## src/ggc_pick.sv

```systemverilog
// ----------------------------------------------------------------------------
// First free color
// Lowest clear bit of the used-color mask, saturating when the mask is full.
// ----------------------------------------------------------------------------
module ggc_pick #(
	parameter int MAX_COLORS = 64,
	parameter int CLW        = 6
) (
	input  logic [MAX_COLORS-1:0] mask,
	output logic [CLW-1:0]        color,
	output logic                  full
);

	logic [MAX_COLORS-1:0] free;
	logic [MAX_COLORS-1:0] lowest;
	logic [CLW-1:0]        idx;

	assign free   = ~mask;
	assign lowest = free & (~free + MAX_COLORS'(1));
	assign full   = ~|free;

	always_comb begin
		idx = '0;
		for (int i = 0; i < MAX_COLORS; i++) begin
			if (lowest[i]) begin
				idx = idx | CLW'(i);
			end
		end
	end

	assign color = full ? CLW'(MAX_COLORS - 1) : idx;

endmodule

```

## config.mk

```make
export PLATFORM = sky130hd
export DESIGN_NAME = ggc_pick
export DESIGN_NICKNAME = d
export VERILOG_FILES = /design/src/ggc_pick.sv
export SDC_FILE = /design/constraint.sdc
export NUM_CORES = 1
export LEC_CHECK = 0
export BUFFER_PORTS_ARGS = -buffer_cell sky130_fd_sc_hd__buf_2
export CAP_MARGIN = 20
export CORE_MARGIN = 2
export CORE_UTILIZATION = 43
export DETAILED_ROUTE_END_ITERATION = 12
export GPL_TIMING_DRIVEN = 1
export PLACE_DENSITY = 0.81
export SETUP_SLACK_MARGIN = 0.05
export SLEW_MARGIN = 5
export SYNTH_ARGS = -nofsm -noshare
export SYNTH_HDL_FRONTEND = slang
export SYNTH_SLANG_ARGS = --single-unit
```

## constraint.sdc

```tcl
create_clock -name vclk -period 2.2
set_input_delay 0.33 -clock vclk [all_inputs]
set_output_delay 0.33 -clock vclk [all_outputs]
set_load 0.05 [all_outputs]
```

==> results by group, run 1 <==
Run status
  • Failing step: global routing
  • Status: stopped before the end
  • First error line in the log: [ERROR GRT-0116] Global routing finished with congestion. Check the congestion regions in the DRC Viewer.

Clock tree
  • Post-CTS Hold Fix Bufs: 0

Placement
  • Final weighted congestion in routability-driven placement: 1.087
  • Total half-perimeter wirelength after legalization and detailed placement: 6137 microns
  • Port buffer count: 71
  • DP Cell Count: 400

Floorplan
  • Placement row count: 19
  • Vertical die dimension: 58.83 microns
  • I/O pin count: 71
  • Effective utilization at floorplan: 46.07%
  • Die X: 58.83 microns

Logic synthesis
  • Total standard cell area after synthesis: 1292 sq um
  • Register area share after synthesis: 0%
  • Number of unique standard cell types used by synthesis: 53
  • Number of nets produced by synthesis: 265
  • YS warnings: 0
  • Mapped Avg Cell Area: 6.430 sq um
  • Synthesized instance count: 201

Global route
  • Global-route usage over all layers: 69.08%
  • Total gr overflow: 21
  • Wire length of the first global-routing pass: 18000 microns
  • Via count of the first global-routing pass: 3523
  • Pin count of the biggest net entering global routing: 8
-- kinds of logic after synthesis --
logic type	share of synthesized area, %
AOI/OAI and AO/OA	30.11
buffers and inverters	4.163
and+or+nand+nor	65.73
-- stage by stage --
stage          worst slack (ps)  utilization (%)  hold WS [ps]  TNS, ps  area (sq um)
4_1_cts                  -273.4            96.21          1254    -1233          2699
3_5_place_dp             -467.5            87.47          1293    -2320          2454
2_1_floorplan            -248.5                -         847.1    -1202          1339
3_3_place_gp             -328.4            87.47          1293    -1619          2454
-- metal layers --
| metal | track usage [%] | overflow |
|---|---|---|
| met5 | 6.349 | 0 |
| met4 | 71.75 | 8 |
| met3 | 46.15 | 1 |
| met2 | 92.70 | 12 |
| met1 | 67.33 | 0 |
-- cells in the mapped netlist (all sizes together) (5+ instances only) --
cell type  count  area (sq um)
nor2          14         52.55
a21oi         10         53.80
o21ai         13         65.06
nor3           6         30.03
nor4          14         100.1
nand2         27         101.4
nand3         16         85.08
nand4         18         140.1
inv           10         37.54
a31oi          6         37.54
and4           6         55.05
nand4b         5         43.79
and3           7         43.79
-- timing repair --
item / CTS
gates resized for setup: 45
buffers inserted: 4
pin swaps: 13
endpoints found under the setup margin: 6
==> inputs of run 2 (changes only) <==
--- a/config.mk
+++ b/config.mk
@@ -8,11 +8,10 @@
 export BUFFER_PORTS_ARGS = -buffer_cell sky130_fd_sc_hd__buf_2
 export CAP_MARGIN = 20
 export CORE_MARGIN = 2
-export CORE_UTILIZATION = 43
+export CORE_UTILIZATION = 30
 export DETAILED_ROUTE_END_ITERATION = 12
 export GPL_TIMING_DRIVEN = 1
-export PLACE_DENSITY = 0.81
-export SETUP_SLACK_MARGIN = 0.05
+export PLACE_DENSITY_LB_ADDON = 0.15
 export SLEW_MARGIN = 5
 export SYNTH_ARGS = -nofsm -noshare
 export SYNTH_HDL_FRONTEND = slang
==> constraint.sdc (replaced) <==
create_clock -name vclk -period 2.9
set_input_delay 0.435 -clock vclk [all_inputs]
set_output_delay 0.435 -clock vclk [all_outputs]
set_load 0.05 [all_outputs]
==> run 2 against run 1 <==
Net effect: the flow now finishes without violations; synthesized area unchanged; synthesized cell count did not move.
==> results by group, run 2 <==
Global route
  • Initial antenna violation count: 0
  • Global-route usage over all layers: 21.12%
  • Via count of the first global-routing pass: 1886
  • Wire length of the first global-routing pass: 8707 microns
  • Total gr overflow: 0
  • Pin count of the biggest net entering global routing: 8

Pwr
  • Sequential group share of total power: 0%
  • Net switching power figure: 95.46 uW
  • Cell leakage power: 0.0008565 uW
  • Combinational group share of total power: 100.0%
  • Fraction of power spent switching nets: 56.24%
  • Power per cell area: 82.71 nW/um^2
  • Largest voltage drop on the vdd net: 0.04652 mV
  • Cell Int Power: 74.26 uW
  • Clk pwr share: 0%

Critical path
  • Category of the most critical setup path: in -> out
  • Startpoint kind of the worst setup timing path: input pin
  • Cell at the slowest stage of the critical path: or4_1
  • Category of the worst setup path capture point: output port
  • Count of buffering cells on the critical path with inverters included: 2
  • Largest stage delay on the critical path: 540 ps
  • Chain of cells forming the critical path: buf_2 -> nand4_1 -> nor4_2 -> nand4_1 -> or4_1 -> o2111a_1 -> nand3_1 -> buf_2
  • Largest fanout of any net on the critical path: 4
  • Data arrival at the endpoint of the critical path: 2430 ps
  • Cell type group with the largest total delay on the critical path: simple AND/OR/NAND/NOR gates
  • Data required, critical path: 2470 ps

Routing
  • Antenna viol nets, final: 0
  • Drt wl/cell: 15.99 microns
  • First-iteration detailed-routing DRC count: 121
  • Total detailed-routing wirelength: 5661 microns
  • Number of remaining DRC errors: 0
  • Via total after detailed routing: 2115
  • Number of detailed-route iterations in the first pass: 6
  • Routed via count divided by cell count: 5.975

Final layout
  • Area growth from synthesis to final layout: 58.76%
  • Net total in the final layout: 370
  • Most frequent standard cell in the layout excluding fill and tap cells: buf_2
  • Clock tree buffer count of the final layout: 0
  • Post-layout instance area: 2052 sq um
  • Area used by multi-input combinational logic: 1299 sq um
  • Most used cells in the layout excluding fill and tap cells: buf_2, buf_4, nand2_1
  • Number of fill cells in the layout: 417
  • Area used by sequential logic in the layout: 0 sq um
  • Ant. Diodes: 0
  • Share of cells above drive strength 1: 41.45%
  • Post-layout util: 50.21%
  • Flip-flop and latch count: 0

Timing
  • Final period util: 98.93%
  • Post-layout minimum cycle time: 2869 ps
  • Max-slew headroom: 69.65%
  • Hold slack final: 1370 ps
  • Number of pins with negative max-slew slack in the final report: 0
  • Number of setup violations in the final report: 0
  • Actual slew at the worst max-slew pin: 443.8 ps
  • Fmax: 348.6 MHz
  • Hold violation count in the final report: 0
  • Unrepaired setup endpoints after global routing: true

Logic synthesis
  • YS warnings: 0
  • Top-area cell type share of the netlist area: 7.841%
  • Mapped Avg Cell Area: 6.430 sq um
  • Total standard cell area after synthesis: 1292 sq um
  • Post-synthesis share of cell area spent on and, or, nand and nor gates: 65.73%
  • Mux contribution to synthesized area: 0%
  • Complex-gate fraction of the synthesized area: 30.11%
  • Register area share after synthesis: 0%
  • Xor/xnor share of the synthesized area: 0%
  • Cells taking the most area after synthesis: nand2_1, nand4_1, nand3_1
  • Most common cell in the netlist: nand2_1
  • Number of nets produced by synthesis: 265
  • Number of unique standard cell types used by synthesis: 53
  • Combinational family with the most area after synthesis: simple AND/OR/NAND/NOR gates
  • Post-synthesis share of cell area spent on full adders, half adders and majority gates: 0%
  • Synthesized instance count: 201
  • Leading cell types by count after synthesis: nand2_1, nand3_1, nand4_1, nor2_1, o21ai_0
  • Largest area contributor in the synthesized netlist: nand2_1

Floorplan
  • Vertical die dimension: 69.64 microns
  • Core area: 4086 sq um
  • I/O pin count: 71
  • Effective utilization at floorplan: 31.63%
  • Placement row count: 23
  • Die X: 69.64 microns
  • Die ar.: 4849 sq um

Placement
  • Total half-perimeter wirelength after legalization and detailed placement: 4811 microns
  • Final weighted congestion in routability-driven placement: 0.9729
  • Placed Instance Area: 1934 sq um
  • Port buffer count: 71

Worst hold path
  • Hold path start: mask[63]
  • Depth of the worst hold-timing path: 4
  • Worst hold path endpoint: full
  • Worst min-delay path class: in -> out

Run
  • Number of max-capacitance violations reported: 0

Run status
  • Status: completed

Clock tree
  • Post-CTS Hold Fix Bufs: 0
-- run 2: cell counts after synthesis --
Identical to the previous run, type by type.
-- run 2: final cells by class --
| cell class | count | share of cell area, % |
|---|---|---|
| Inverter | 10 | 1.829 |
| Multi-Input combinational cell | 189 | 63.29 |
| Tap cell | 50 | 3.049 |
| Timing Repair Buffer | 105 | 31.83 |
-- run 2: how the worst max path moves through the flow --
stage | to | depth (start not counted) | from | slack, ps
after floorplan | color[1] | 7 | mask[50] | 120
after global placement | color[3] | 9 | mask[5] | -20
after detailed placement | color[0] | 9 | mask[48] | 50
after CTS | color[0] | 9 | mask[48] | 40
after global routing | color[1] | 8 | mask[39] | -40
final | color[1] | 8 | mask[39] | 30
-- run 2: metrics by stage --
step           setup TNS, ps  setup WS (ps)  cells  power, uW
4_1_cts                    0          40.55    351      157.4
3_3_place_gp          -27.85         -22.88    351      156.7
6_report                   0          30.98    354      169.7
5_1_grt               -85.80         -43.72    354      183.5
2_1_floorplan              0          124.5    201      56.22
3_5_place_dp               0          47.18    351      156.8
-- run 2: timing repair --
| action | CTS | global route |
|---|---|---|
| setup endpoints to repair | 0 | 5 |
| gates resized for setup | 0 | 23 |
| buffers inserted | 0 | 3 |
-- run 2: power by group through the flow --
stage | Combinational (uW) | Clock (uW) | Sequential [uW]
4_1_cts | 157 | 0 | 0
3_3_place_gp | 157 | 0 | 0
5_1_grt | 183 | 0 | 0
3_5_place_dp | 157 | 0 | 0
2_1_floorplan | 56.2 | 0 | 0
6_report | 170 | 0 | 0
-- run 2: cells by family after synthesis --
| family | count (synthesis) |
|---|---|
| buf+inv | 12 |
| simple gates | 136 |
| compound gates | 53 |
-- run 2: tightest hold or removal path: cells and delay by family --
family / cells / cell delay [ps]
buffers and inverters: 2 / 300
and+or+nand+nor: 2 / 190
-- run 2: routing by layer --
metal | vias to the layer above | global-route usage (%) | part of all wire, %
met5 | - | 0 | 0
met4 | 0 | 5.342 | 2.5
met3 | 14 | 1.890 | 6.5
met2 | 98 | 35.68 | 46
met1 | 961 | 28.77 | 45
li1 | 1042 | - | -
(Power assumes the default switching activity.)
